[src/hw/rtl/bewc_pkg.sv]
package bewc_pkg;

  localparam logic [1:0]  KIND_LEFT   = 2'd0;
  localparam logic [1:0]  KIND_RIGHT  = 2'd1;
  localparam logic [1:0]  KIND_REPORT = 2'd2;

  localparam logic [2:0]  SWITCH_MASK  = 3'h7;
  localparam int unsigned SWITCH_RIGHT = 0;
  localparam int unsigned SWITCH_LEFT  = 1;

  localparam logic [15:0] REPORT_INTERVAL_RST = 16'd100;
  localparam int          QUEUE_DEPTH_DEF     = 4;

  // One queued job: which results an input caused, plus report payload.
  typedef struct packed {
    logic               ev_left;
    logic               ev_right;
    logic               report;
    logic signed [15:0] left_sum;
    logic signed [15:0] right_sum;
    logic [15:0]        span;
  } job_t;

  typedef struct packed {
    logic full;
    logic empty;
  } q_stat_t;

endpackage

[src/hw/rtl/bewc_front.sv]
module bewc_front (
  input  logic               clk,
  input  logic               rst_n,
  input  logic               in_valid,
  output logic               in_stall,
  input  logic               in_func,
  input  logic [2:0]         in_switch_bits,
  input  logic signed [7:0]  in_left_delta,
  input  logic signed [7:0]  in_right_delta,
  input  logic [31:0]        in_packet_stamp,
  input  logic [31:0]        in_now_ticks,
  input  logic               cfg_valid,
  output logic               cfg_ready,
  input  logic [15:0]        cfg_report_interval,
  input  bewc_pkg::q_stat_t  q_stat,
  output logic               q_push,
  output bewc_pkg::job_t     q_job
);
  import bewc_pkg::*;

  function automatic logic signed [15:0] sat_add(logic signed [15:0] acc,
                                                 logic signed [7:0] d);
    logic signed [16:0] s;
    s = {acc[15], acc} + {{9{d[7]}}, d};
    if (s[16] != s[15]) begin
      sat_add = s[16] ? 16'sh8000 : 16'sh7fff;
    end else begin
      sat_add = s[15:0];
    end
  endfunction

  logic [15:0]        interval_r;
  logic [2:0]         prev_sw_r;
  logic signed [15:0] left_acc_r;
  logic signed [15:0] right_acc_r;
  logic [31:0]        latest_r;
  logic [31:0]        start_r;
  logic [31:0]        deadline_r;
  logic               pending_r;

  logic               accept;
  logic [2:0]         cur_sw;
  logic [2:0]         rise;
  logic signed [15:0] left_pkt;
  logic signed [15:0] right_pkt;
  logic [31:0]        stamp_pkt;
  logic               pend_pkt;
  logic               report;

  assign cfg_ready = 1'b1;
  assign in_stall  = q_stat.full;
  assign accept    = in_valid & ~in_stall;

  assign cur_sw    = in_switch_bits & SWITCH_MASK;
  assign rise      = ~prev_sw_r & cur_sw;
  assign left_pkt  = in_func ? sat_add(left_acc_r, in_left_delta) : left_acc_r;
  assign right_pkt = in_func ? sat_add(right_acc_r, in_right_delta) : right_acc_r;
  assign stamp_pkt = in_func ? in_packet_stamp : latest_r;
  assign pend_pkt  = in_func | pending_r;
  assign report    = pend_pkt & (in_now_ticks >= deadline_r);

  always_comb begin
    q_job.ev_left   = in_func & rise[SWITCH_LEFT];
    q_job.ev_right  = in_func & rise[SWITCH_RIGHT];
    q_job.report    = report;
    q_job.left_sum  = left_pkt;
    q_job.right_sum = right_pkt;
    q_job.span      = stamp_pkt[15:0] - start_r[15:0];
  end

  assign q_push = accept & (q_job.ev_left | q_job.ev_right | q_job.report);

  always_ff @(posedge clk) begin
    if (!rst_n) begin
      interval_r <= REPORT_INTERVAL_RST;
    end else if (cfg_valid && cfg_ready) begin
      interval_r <= cfg_report_interval;
    end
  end

  always_ff @(posedge clk) begin
    if (!rst_n) begin
      prev_sw_r   <= '0;
      left_acc_r  <= '0;
      right_acc_r <= '0;
      latest_r    <= '0;
      start_r     <= '0;
      deadline_r  <= {16'd0, REPORT_INTERVAL_RST};
      pending_r   <= 1'b0;
    end else if (accept) begin
      if (in_func) begin
        prev_sw_r <= cur_sw;
      end
      latest_r <= stamp_pkt;
      if (report) begin
        // clear sums and open a new period
        left_acc_r  <= '0;
        right_acc_r <= '0;
        start_r     <= stamp_pkt;
        deadline_r  <= in_now_ticks + {16'd0, interval_r};
        pending_r   <= 1'b0;
      end else begin
        left_acc_r  <= left_pkt;
        right_acc_r <= right_pkt;
        pending_r   <= pend_pkt;
      end
    end
  end

endmodule

[src/hw/rtl/bewc_queue.sv]
module bewc_queue #(
  parameter int DEPTH = bewc_pkg::QUEUE_DEPTH_DEF
) (
  input  logic               clk,
  input  logic               rst_n,
  input  logic               push,
  input  bewc_pkg::job_t     push_job,
  input  logic               pop,
  output bewc_pkg::job_t     head_job,
  output bewc_pkg::q_stat_t  stat
);
  import bewc_pkg::*;

  localparam int AW = (DEPTH > 1) ? $clog2(DEPTH) : 1;
  localparam int CW = $clog2(DEPTH + 1);

  job_t          slot_r [DEPTH];
  logic [AW-1:0] wr_ptr_r;
  logic [AW-1:0] rd_ptr_r;
  logic [CW-1:0] count_r;
  logic          do_push;
  logic          do_pop;

  assign stat.full  = (count_r == CW'(DEPTH));
  assign stat.empty = (count_r == '0);
  assign do_push    = push & ~stat.full;
  assign do_pop     = pop & ~stat.empty;
  assign head_job   = slot_r[rd_ptr_r];

  always_ff @(posedge clk) begin
    if (do_push) begin
      slot_r[wr_ptr_r] <= push_job;
    end
  end

  always_ff @(posedge clk) begin
    if (!rst_n) begin
      wr_ptr_r <= '0;
      rd_ptr_r <= '0;
      count_r  <= '0;
    end else begin
      if (do_push) begin
        wr_ptr_r <= (wr_ptr_r == AW'(DEPTH - 1)) ? '0 : wr_ptr_r + 1'b1;
      end
      if (do_pop) begin
        rd_ptr_r <= (rd_ptr_r == AW'(DEPTH - 1)) ? '0 : rd_ptr_r + 1'b1;
      end
      if (do_push && !do_pop) begin
        count_r <= count_r + 1'b1;
      end else if (do_pop && !do_push) begin
        count_r <= count_r - 1'b1;
      end
    end
  end

endmodule

[src/hw/rtl/bewc_back.sv]
module bewc_back (
  input  logic               clk,
  input  logic               rst_n,
  input  bewc_pkg::job_t     head_job,
  input  bewc_pkg::q_stat_t  q_stat,
  output logic               pop,
  output logic               out_valid,
  input  logic               out_stall,
  output logic [1:0]         out_kind,
  output logic signed [15:0] out_left_sum,
  output logic signed [15:0] out_right_sum,
  output logic [15:0]        out_span_ticks,
  output logic               out_last
);
  import bewc_pkg::*;

  logic               valid_r;
  logic [1:0]         done_r;    // bit0 left sent, bit1 right sent
  logic [1:0]         kind_r;
  logic signed [15:0] lsum_r;
  logic signed [15:0] rsum_r;
  logic [15:0]        span_r;
  logic               last_r;

  logic               rem_left;
  logic               rem_right;
  logic               load;
  logic [1:0]         nxt_kind;
  logic               nxt_last;

  assign rem_left  = head_job.ev_left & ~done_r[0];
  assign rem_right = head_job.ev_right & ~done_r[1];
  assign load      = ~q_stat.empty & (~valid_r | ~out_stall);
  assign pop       = load & nxt_last;

  always_comb begin
    if (rem_left) begin
      nxt_kind = KIND_LEFT;
      nxt_last = ~(rem_right | head_job.report);
    end else if (rem_right) begin
      nxt_kind = KIND_RIGHT;
      nxt_last = ~head_job.report;
    end else begin
      nxt_kind = KIND_REPORT;
      nxt_last = 1'b1;
    end
  end

  always_ff @(posedge clk) begin
    if (!rst_n) begin
      valid_r <= 1'b0;
      done_r  <= '0;
    end else begin
      if (load) begin
        valid_r <= 1'b1;
      end else if (!out_stall) begin
        valid_r <= 1'b0;
      end
      if (load) begin
        if (nxt_last) begin
          done_r <= '0;
        end else if (nxt_kind == KIND_LEFT) begin
          done_r[0] <= 1'b1;
        end else begin
          done_r[1] <= 1'b1;
        end
      end
    end
  end

  always_ff @(posedge clk) begin
    if (load) begin
      kind_r <= nxt_kind;
      last_r <= nxt_last;
      if (nxt_kind == KIND_REPORT) begin
        lsum_r <= head_job.left_sum;
        rsum_r <= head_job.right_sum;
        span_r <= head_job.span;
      end else begin
        lsum_r <= '0;
        rsum_r <= '0;
        span_r <= '0;
      end
    end
  end

  assign out_valid      = valid_r;
  assign out_kind       = kind_r;
  assign out_left_sum   = lsum_r;
  assign out_right_sum  = rsum_r;
  assign out_span_ticks = span_r;
  assign out_last       = last_r;

endmodule

[src/hw/rtl/bumper_edge_and_wheel_click_accumulator_top.sv]
// Bumper edge and wheel click accumulator. One input beat is taken per clock
// while in_stall is low; the front end updates switch history, saturating
// sums and the report deadline in that same cycle and queues a job for each
// beat that produces results. The back end sends one result beat per clock
// while out_stall is low, so a beat that causes k results (up to three: left
// press, right press, click report) sends them one after another. The first
// result is held in a queue slot, then in the back-end output register. The
// job queue has QUEUE_DEPTH entries; in_stall rises only while it is full.
// Configuration writes are always ready and take effect at the next report.
module bumper_edge_and_wheel_click_accumulator_top #(
  parameter int QUEUE_DEPTH = bewc_pkg::QUEUE_DEPTH_DEF
) (
  input  logic               clk,
  input  logic               rst_n,
  input  logic               in_valid,
  output logic               in_stall,
  input  logic               in_func,
  input  logic [2:0]         in_switch_bits,
  input  logic signed [7:0]  in_left_delta,
  input  logic signed [7:0]  in_right_delta,
  input  logic [31:0]        in_packet_stamp,
  input  logic [31:0]        in_now_ticks,
  output logic               out_valid,
  input  logic               out_stall,
  output logic [1:0]         out_kind,
  output logic signed [15:0] out_left_sum,
  output logic signed [15:0] out_right_sum,
  output logic [15:0]        out_span_ticks,
  output logic               out_last,
  input  logic               cfg_valid,
  output logic               cfg_ready,
  input  logic [15:0]        cfg_report_interval
);
  import bewc_pkg::*;

  q_stat_t q_stat;
  logic    q_push;
  job_t    q_job;
  job_t    head_job;
  logic    q_pop;

  bewc_front u_front (
    .clk                 (clk),
    .rst_n               (rst_n),
    .in_valid            (in_valid),
    .in_stall            (in_stall),
    .in_func             (in_func),
    .in_switch_bits      (in_switch_bits),
    .in_left_delta       (in_left_delta),
    .in_right_delta      (in_right_delta),
    .in_packet_stamp     (in_packet_stamp),
    .in_now_ticks        (in_now_ticks),
    .cfg_valid           (cfg_valid),
    .cfg_ready           (cfg_ready),
    .cfg_report_interval (cfg_report_interval),
    .q_stat              (q_stat),
    .q_push              (q_push),
    .q_job               (q_job)
  );

  bewc_queue #(
    .DEPTH (QUEUE_DEPTH)
  ) u_queue (
    .clk      (clk),
    .rst_n    (rst_n),
    .push     (q_push),
    .push_job (q_job),
    .pop      (q_pop),
    .head_job (head_job),
    .stat     (q_stat)
  );

  bewc_back u_back (
    .clk            (clk),
    .rst_n          (rst_n),
    .head_job       (head_job),
    .q_stat         (q_stat),
    .pop            (q_pop),
    .out_valid      (out_valid),
    .out_stall      (out_stall),
    .out_kind       (out_kind),
    .out_left_sum   (out_left_sum),
    .out_right_sum  (out_right_sum),
    .out_span_ticks (out_span_ticks),
    .out_last       (out_last)
  );

endmodule

[config.mk]
export PLATFORM = sky130hd
export DESIGN_NAME = bumper_edge_and_wheel_click_accumulator_top
export DESIGN_NICKNAME = d
export VERILOG_FILES = /design/src/hw/rtl/bewc_pkg.sv /design/src/hw/rtl/bewc_front.sv /design/src/hw/rtl/bewc_queue.sv /design/src/hw/rtl/bewc_back.sv /design/src/hw/rtl/bumper_edge_and_wheel_click_accumulator_top.sv
export SDC_FILE = /design/constraint.sdc
export NUM_CORES = 1
export LEC_CHECK = 0
export ABC_AREA = 1
export BUFFER_PORTS_ARGS = -buffer_cell sky130_fd_sc_hd__buf_2
export CAP_MARGIN = 5
export CORE_MARGIN = 2
export CORE_UTILIZATION = 45
export CTS_BUF_LIST = sky130_fd_sc_hd__clkbuf_4 sky130_fd_sc_hd__clkbuf_8
export DETAILED_ROUTE_END_ITERATION = 10
export GPL_ROUTABILITY_DRIVEN = 1
export PLACE_DENSITY = 0.77
export SLEW_MARGIN = 5
export SYNTH_ARGS = -nofsm -noshare
export SYNTH_HDL_FRONTEND = slang
export SYNTH_SLANG_ARGS = --single-unit
[constraint.sdc]
create_clock -name clk -period 4.1 [get_ports clk]
set_input_delay 0 -clock clk [delete_from_list [all_inputs] [get_ports clk]]
set_output_delay 0 -clock clk [all_outputs]
set_load 0.05 [all_outputs]
# After elaboration in Yosys (flattened, before gate mapping)
# Memory sizes are Yosys's and may differ from the RTL's. A register that Yosys moved wholly into a read port is not among the register bits.
# Index checks and enable logic that the tools add are counted.
# W data, S select, Z words.
# classes
addsub	8
magnitude_cmp	1
eq_ne	8
muxes	27
n_bitwise	26
n_reduce_logical	12
# op_table
cell	count
$mux W16	8
$add A16 B8 Y17	2
$add A32 B16 Y32	1
$ge A32 B32 Y1	1
$mux W32	1
$sub A16 B16 Y16	1
$mux W2	7
$and A1 B1 Y1	11
$mux W1	9
$not A1 Y1	8
$reduce_and A2 Y1	4
$eq A2 B2 Y1 const B	3
$mux W3	2
$or A1 B1 Y1	5
$add A2 B1 Y2 const B	2
$ne A2 B1 Y1 const B	2
$reduce_bool A2 Y1	2
$add A3 B1 Y3 const B	1
$eq A3 B3 Y1 const B	1
$logic_not A3 Y1	1
$sub A3 B1 Y3 const B	1
$and A2 B2 Y2	1
$logic_and A1 B1 Y1	2
$logic_not A1 Y1	2
3 further kinds	4
# totals
register_bits	192
mem_bits_rw	204
in_bits	105
elab_cells	102
n_memories	1
# memory_table
memory	words	word_bits	read_ports	rd_clocked_by_memory_dff	write_ports	line	text
u_queue.slot_r	4	51	1	1	1	bewc_queue.sv:17	job_t slot_r [DEPTH];

# Depth between registers and ports, before layout
# depth
ltp_word	11
depth_mapped	22
mapped_depth_nobuf	22

# Cells and area by module
# A second synthesis with hierarchy kept.
# unflattened
cells_unflattened	2248
area_unflattened_um2	20010.4
# modules_own_cells
mod	n_inst	cells_per_inst	area_per_inst_um2
bewc_front	1	1499	9728.1
bewc_queue	1	565	8090.3
bewc_back	1	184	2192.1

# Worst setup path before layout
# No wires, ideal clock.
# synth_path
kind	reg2reg
from	register u_front.deadline_r[23]
to	memory u_queue.slot_r[0][0] in the netlist's numbering (enable)
setup_ps	460
t_arrival_ps	3722
t_required_ps	3640
setup_slack_ps	-81
stages_incl_launch_ff	13
path_buffers	0
path_cell_list	dfxtp_1 -> inv_1 -> ha_1 -> nand2_1 -> nor2_1 -> nand4_1 -> nor2_1 -> nand4_1 -> nand3_1 -> nand3_2 -> nand2_1 -> inv_1 -> nor2_1
# synth_via
elab_chain_len	7
# synth_rtl
element	line	text
from (decl)	bewc_front.sv:38	logic [31:0] deadline_r;
from (signal assigned)	bewc_front.sv:88	deadline_r <= {16'd0, REPORT_INTERVAL_RST};
from (signal assigned)	bewc_front.sv:100	deadline_r <= in_now_ticks + {16'd0, interval_r};
$ge A32 B32 Y1	bewc_front.sv:60	assign report = pend_pkt & (in_now_ticks >= deadline_r);
$and A1 B1 Y1	bewc_front.sv:60	
$or A1 B1 Y1	bewc_front.sv:71	assign q_push = accept & (q_job.ev_left | q_job.ev_right | q_job.report);
$and A1 B1 Y1	bewc_front.sv:71	
$and A1 B1 Y1	bewc_queue.sv:26	assign do_push = push & ~stat.full;
net u_queue.do_push	bewc_queue.sv:21	logic do_push;
$mux W1	bewc_queue.sv:31	if (do_push) begin
$mux W1 (not written as such)	bewc_queue.sv:32	slot_r[wr_ptr_r] <= push_job;
to (decl)	bewc_queue.sv:17	
# The timed path passes the listed nets, and every way through them passes these cells.

# Worst setup path in the final report
# layout_path
from	register u_front.interval_r[0]
to	register u_front.deadline_r[28]
# layout_via
elab_chain_len	1
# layout_rtl
element	line	text
from (decl)	bewc_front.sv:32	logic [15:0] interval_r;
from (signal assigned)	bewc_front.sv:77	interval_r <= cfg_report_interval;
$add A32 B16 Y32	bewc_front.sv:100	
# No other way between the ends.
# A chain may end at the register's enable or synchronous reset.

==> results_tabular.tex <==
\begin{tabular}{lr}
\hline
Metric & Value \\
\hline
\multicolumn{2}{l}{\textbf{Detailed routing}} \\
Post-detailed-routing wire length & approximately 50000 um \\
Initial DRC count & roughly 1200 \\
Number of detailed-routing iterations run before antenna repair & 7 \\
Average detailed-routed wire length per instance & 16.3 um \\
Via total after detailed routing & 16200 \\
Drc violations & 0 \\
Post-route ant nets & 0 \\
Number of vias per cell & 5.30 \\
\multicolumn{2}{l}{\textbf{Floorplan}} \\
Die W & roughly 210 um \\
Effective utilization at floorplan & a little under half \\
Number of ports placed on the die boundary & 159 \\
Floorplan core area & roughly 43000 um\^{}2 \\
Height of the die & about 210 um \\
Row cnt & between 70 and 80 \\
Total Die Area & 44800 um\^{}2 \\
\multicolumn{2}{l}{\textbf{Global routing}} \\
Initial antenna violation count & 3 \\
Number of global-route vias before repair & between 15000 and 20000 \\
Total GRT Usage & 22.1\% \\
Residual overflow from global routing & 0 \\
Maximum number of pins on one net before global-route repair & 80 \\
First-pass GRT wire length & about 79000 um \\
\multicolumn{2}{l}{\textbf{Finish}} \\
Number of inserted filler cells in the final layout & between 3000 and 4000 \\
Fraction of final layout cells sized beyond drive strength 1 & between 10\% and 20\% \\
Area growth, synth to finish & 20.3\% \\
Most frequent cells in the layout & 452 x nand2\_1, 316 x nor2\_1, 255 x edfxtp\_1 \\
Count of nets after finishing & 2679 \\
Multi-input gate area in the final layout & around 8000 um\^{}2 \\
Area used by sequential logic in the layout & just over 10000 um\^{}2 \\
Leading cell type in the layout, fill and taps excluded & nand2\_1 \\
Final Instance Area & about 23000 um\^{}2 \\
\multicolumn{2}{l}{\textbf{Critical path}} \\
Arrival time of data at the critical path endpoint & roughly 4.3 ns \\
Startpoint type of the worst setup path & register \\
Required time of the worst setup path & 4.70 ns \\
Setup slack, reg-to-reg & $\sim$0.39 ns \\
Top fanout value on the critical path & 4 \\
R2r startpoint & u\_front.interval\_r[0] \\
Capturing point of the worst reg2reg path & u\_front.deadline\_r[28] \\
Type of the worst setup path & register to register \\
Cells on worst reg2reg path & 16 \\
Critical path capture point type & register \\
\multicolumn{2}{l}{\textbf{Outcome}} \\
Outcome & complete, no violations \\
\multicolumn{2}{l}{\textbf{CTS}} \\
TritonCTS buffer count & 61 \\
Clock insertion delay at the later pin of the skew report & $\sim$0.69 ns \\
Number of buffers inserted to repair setup after CTS & 0 \\
Longest Clk Path Bufs & 3 \\
TritonCTS clock tree & built \\
Clock transition at path regs & 0.06 ns \\
Root buffer selected by CTS & clkbuf\_8 \\
Count of H-tree levels built during CTS & 2 \\
Number of sinks handled by clock tree synthesis & between 300 and 400 \\
\multicolumn{2}{l}{\textbf{Timing}} \\
Worst-case setup margin in the final layout & 0.392 ns \\
Final hold violation count & 0 \\
Max-Slew Margin vs Limit & a little under a quarter \\
Count of pins over their slew limit & 0 \\
Setup violation total in the final timing report & 0 \\
Final clock period utilization by the worst path & about nine tenths \\
Time the worst path needs with I/O delays and setup & approximately 3.7 ns \\
Highest clock rate & approximately 270 MHz \\
Setup Total Neg Slack & 0 ns \\
Worst Hold Slack & between 0.05 and 0.06 ns \\
Setup repair after global routing missed its margin & no \\
Max Clock Skew & roughly 0.057 ns \\
Slew at the pin closest to its max-slew limit & about 1.2 ns \\
\multicolumn{2}{l}{\textbf{Power}} \\
Worst-case vdd ir drop & 0.442 mV \\
Leakage power total & 9.74 nW \\
Power density relative to cell area & around 600 nW/um\^{}2 \\
PnR Total Power & approximately 0.014 W \\
\multicolumn{2}{l}{\textbf{Place}} \\
Instance area after placement & 20600 um\^{}2 \\
Setup Slack @ Placement & between 0.8 and 0.9 ns \\
RD Place Congestion & a little under 0.9 \\
Port Buf Inserts & 140 \\
Half-perimeter wire length of the detailed placement result & slightly above 30000 um \\
\multicolumn{2}{l}{\textbf{Logic synthesis}} \\
Post-synthesis net count & approximately 2400 \\
Number of library cell types mapped by synthesis & 46 \\
Sequential-to-total area share from yosys stat & approximately 53\% \\
Number of instances in the synthesized netlist & around 2200 \\
Mean instance size in the synthesized netlist & slightly below 9 um\^{}2 \\
Synthesized cell area & approximately 19000 um\^{}2 \\
Number of synthesis warnings & 0 \\
Fraction of synthesis flops using an asynchronous set or reset pin & 0\% \\
Post-synth EDFFs & around 260 \\
Most frequently used flop master after synthesis & edfxtp\_1 \\
Flip-flop and latch count after synthesis & 382 \\
\multicolumn{2}{l}{\textbf{Worst hold path}} \\
Origin of the worst min-delay path & in\_right\_delta[5] \\
Sink of the worst hold path & u\_queue.slot\_r[2][21] \\
Path category of the worst min-delay check & primary input to register \\
Worst hold path cell count & 6 \\
\multicolumn{2}{l}{\textbf{Flow run}} \\
Max-cap check violation count & 0 \\
\hline
\end{tabular}
==> metrics by stage <==
stage | cells | utilization, %
after CTS | 3063 | 54.5
after detailed placement | 2813 | 48.2
after global placement | 2813 | 48.2
after floorplan | 2195 | -
after global routing | 3063 | 54.6
final | 3065 | 54.6
==> cell type report <==
type	count	area share, %
Sequential cell	382	43.7
Multi-Input combinational cell	1554	35.2
Timing Repair Buffer	295	9.69
Clock buffer	95	5.06
Tap cell	546	2.93
Inverter	174	2.80
Clock inverter	17	0.611
Antenna cell	2	0.0214
==> worst max path at each step <==
| stage | from | to | slack (ns) | cells past startpoint |
|---|---|---|---|---|
| final | u_front.interval_r[0] | u_front.deadline_r[28] | 0.39 | 16 |
| after global routing | u_front.interval_r[0] | u_front.deadline_r[28] | 0.17 | 16 |
| after CTS | u_front.deadline_r[13] | u_front.deadline_r[18] | 0.38 | 15 |
| after detailed placement | u_front.deadline_r[13] | u_front.deadline_r[28] | 0.90 | 13 |
| after global placement | u_front.deadline_r[9] | u_front.deadline_r[27] | 0.92 | 15 |
| after floorplan | u_front.deadline_r[23] | u_queue.slot_r[0][0] | -0.08 | 12 |
==> cell families (layout without fill, tap and decap cells) <==
family	after synthesis	after routing	synth area share (%)
DFF	382	382	52.6
other	1	3	0.0193
muxes	1	1	0.0516
xor gates and xnor gates	53	53	2.39
buffers and inverters	259	581	5.29
adders and majority gates	106	106	7.03
AOI/OAI and AO/OA	465	465	13.0
and+or+nand+nor	928	928	19.6
==> cell usage after synthesis, drive strengths merged, types with 13 or more instances <==
cell type  instances  area (um^2)
nand3             55          280
nand2            505         2030
xor2              27          236
nor2             320         1200
xnor2             26          228
nand4             13         81.3
a21oi            218         1210
o21ai            212         1060
dfxtp            127         2540
edfxtp           255         7660
buf               37          193
ha               101         1260
inv              172          646
nor3              16         90.1
clkbuf            48          180
==> power breakdown <==
group          internal (W)  switching (W)
clock               0.00192        0.00156
combinational       0.00131        0.00365
sequential          0.00516       0.000231
total               0.00839        0.00544
==> flip-flops by register name, summed over array words and instances (netlist names), named ones only <==
| signal | flops |
|---|---|
| u_front.deadline_r | 32 |
| u_back.out_right_sum | 16 |
| u_front.start_r | 16 |
| u_queue.wr_ptr_r | 2 |
| u_front.latest_r | 16 |
| u_front.interval_r | 16 |
| u_back.out_valid | 1 |
| u_back.out_kind | 2 |
| u_front.left_acc_r | 16 |
| u_queue.count_r | 3 |
| u_back.out_left_sum | 16 |
| u_front.right_acc_r | 16 |
| u_front.prev_sw_r | 2 |
| u_back.out_last | 1 |
| u_back.done_r | 2 |
| u_back.out_span_ticks | 16 |
| u_front.pending_r | 1 |
| u_queue.rd_ptr_r | 2 |
| u_queue.slot_r | 204 |
==> routing by layer <==
metal / global-route usage, % / vias up / wire length, um / share of wire (%)
met5: 0 / - / 13 / 0.026
met4: 8.35 / 2 / 1490 / 3.0
met3: 4.55 / 131 / 3620 / 7.3
met2: 37.2 / 620 / 23900 / 48
met1: 28.1 / 7563 / 21000 / 42
li1: - / 7932 / - / -
==> critical path, cell delays in order (launching register included) <==
cell and delay (ns):
dfxtp_1 0.33, ha_1 0.23, inv_1 0.09, fa_1 0.44, o21ai_1 0.32, nand2_1 0.09, nand2_1 0.15, nand2_1 0.07
nand2_1 0.13, nand2_1 0.12, nor2_1 0.24, nand2_1 0.08, nor2_1 0.08, dlygate4sd3_1 0.56, nor3_1 0.05, dlygate4sd3_1 0.58
nor2_1 0.09
==> repair_timing <==
| action | CTS | global route |
|---|---|---|
| gates resized for setup | 0 | 1 |
| hold buffers | 138 | 0 |
| hold endpoints to repair | 119 | 0 |
| setup endpoints to repair | 0 | 1 |
Note: power is estimated with default switching activity, not from simulation.
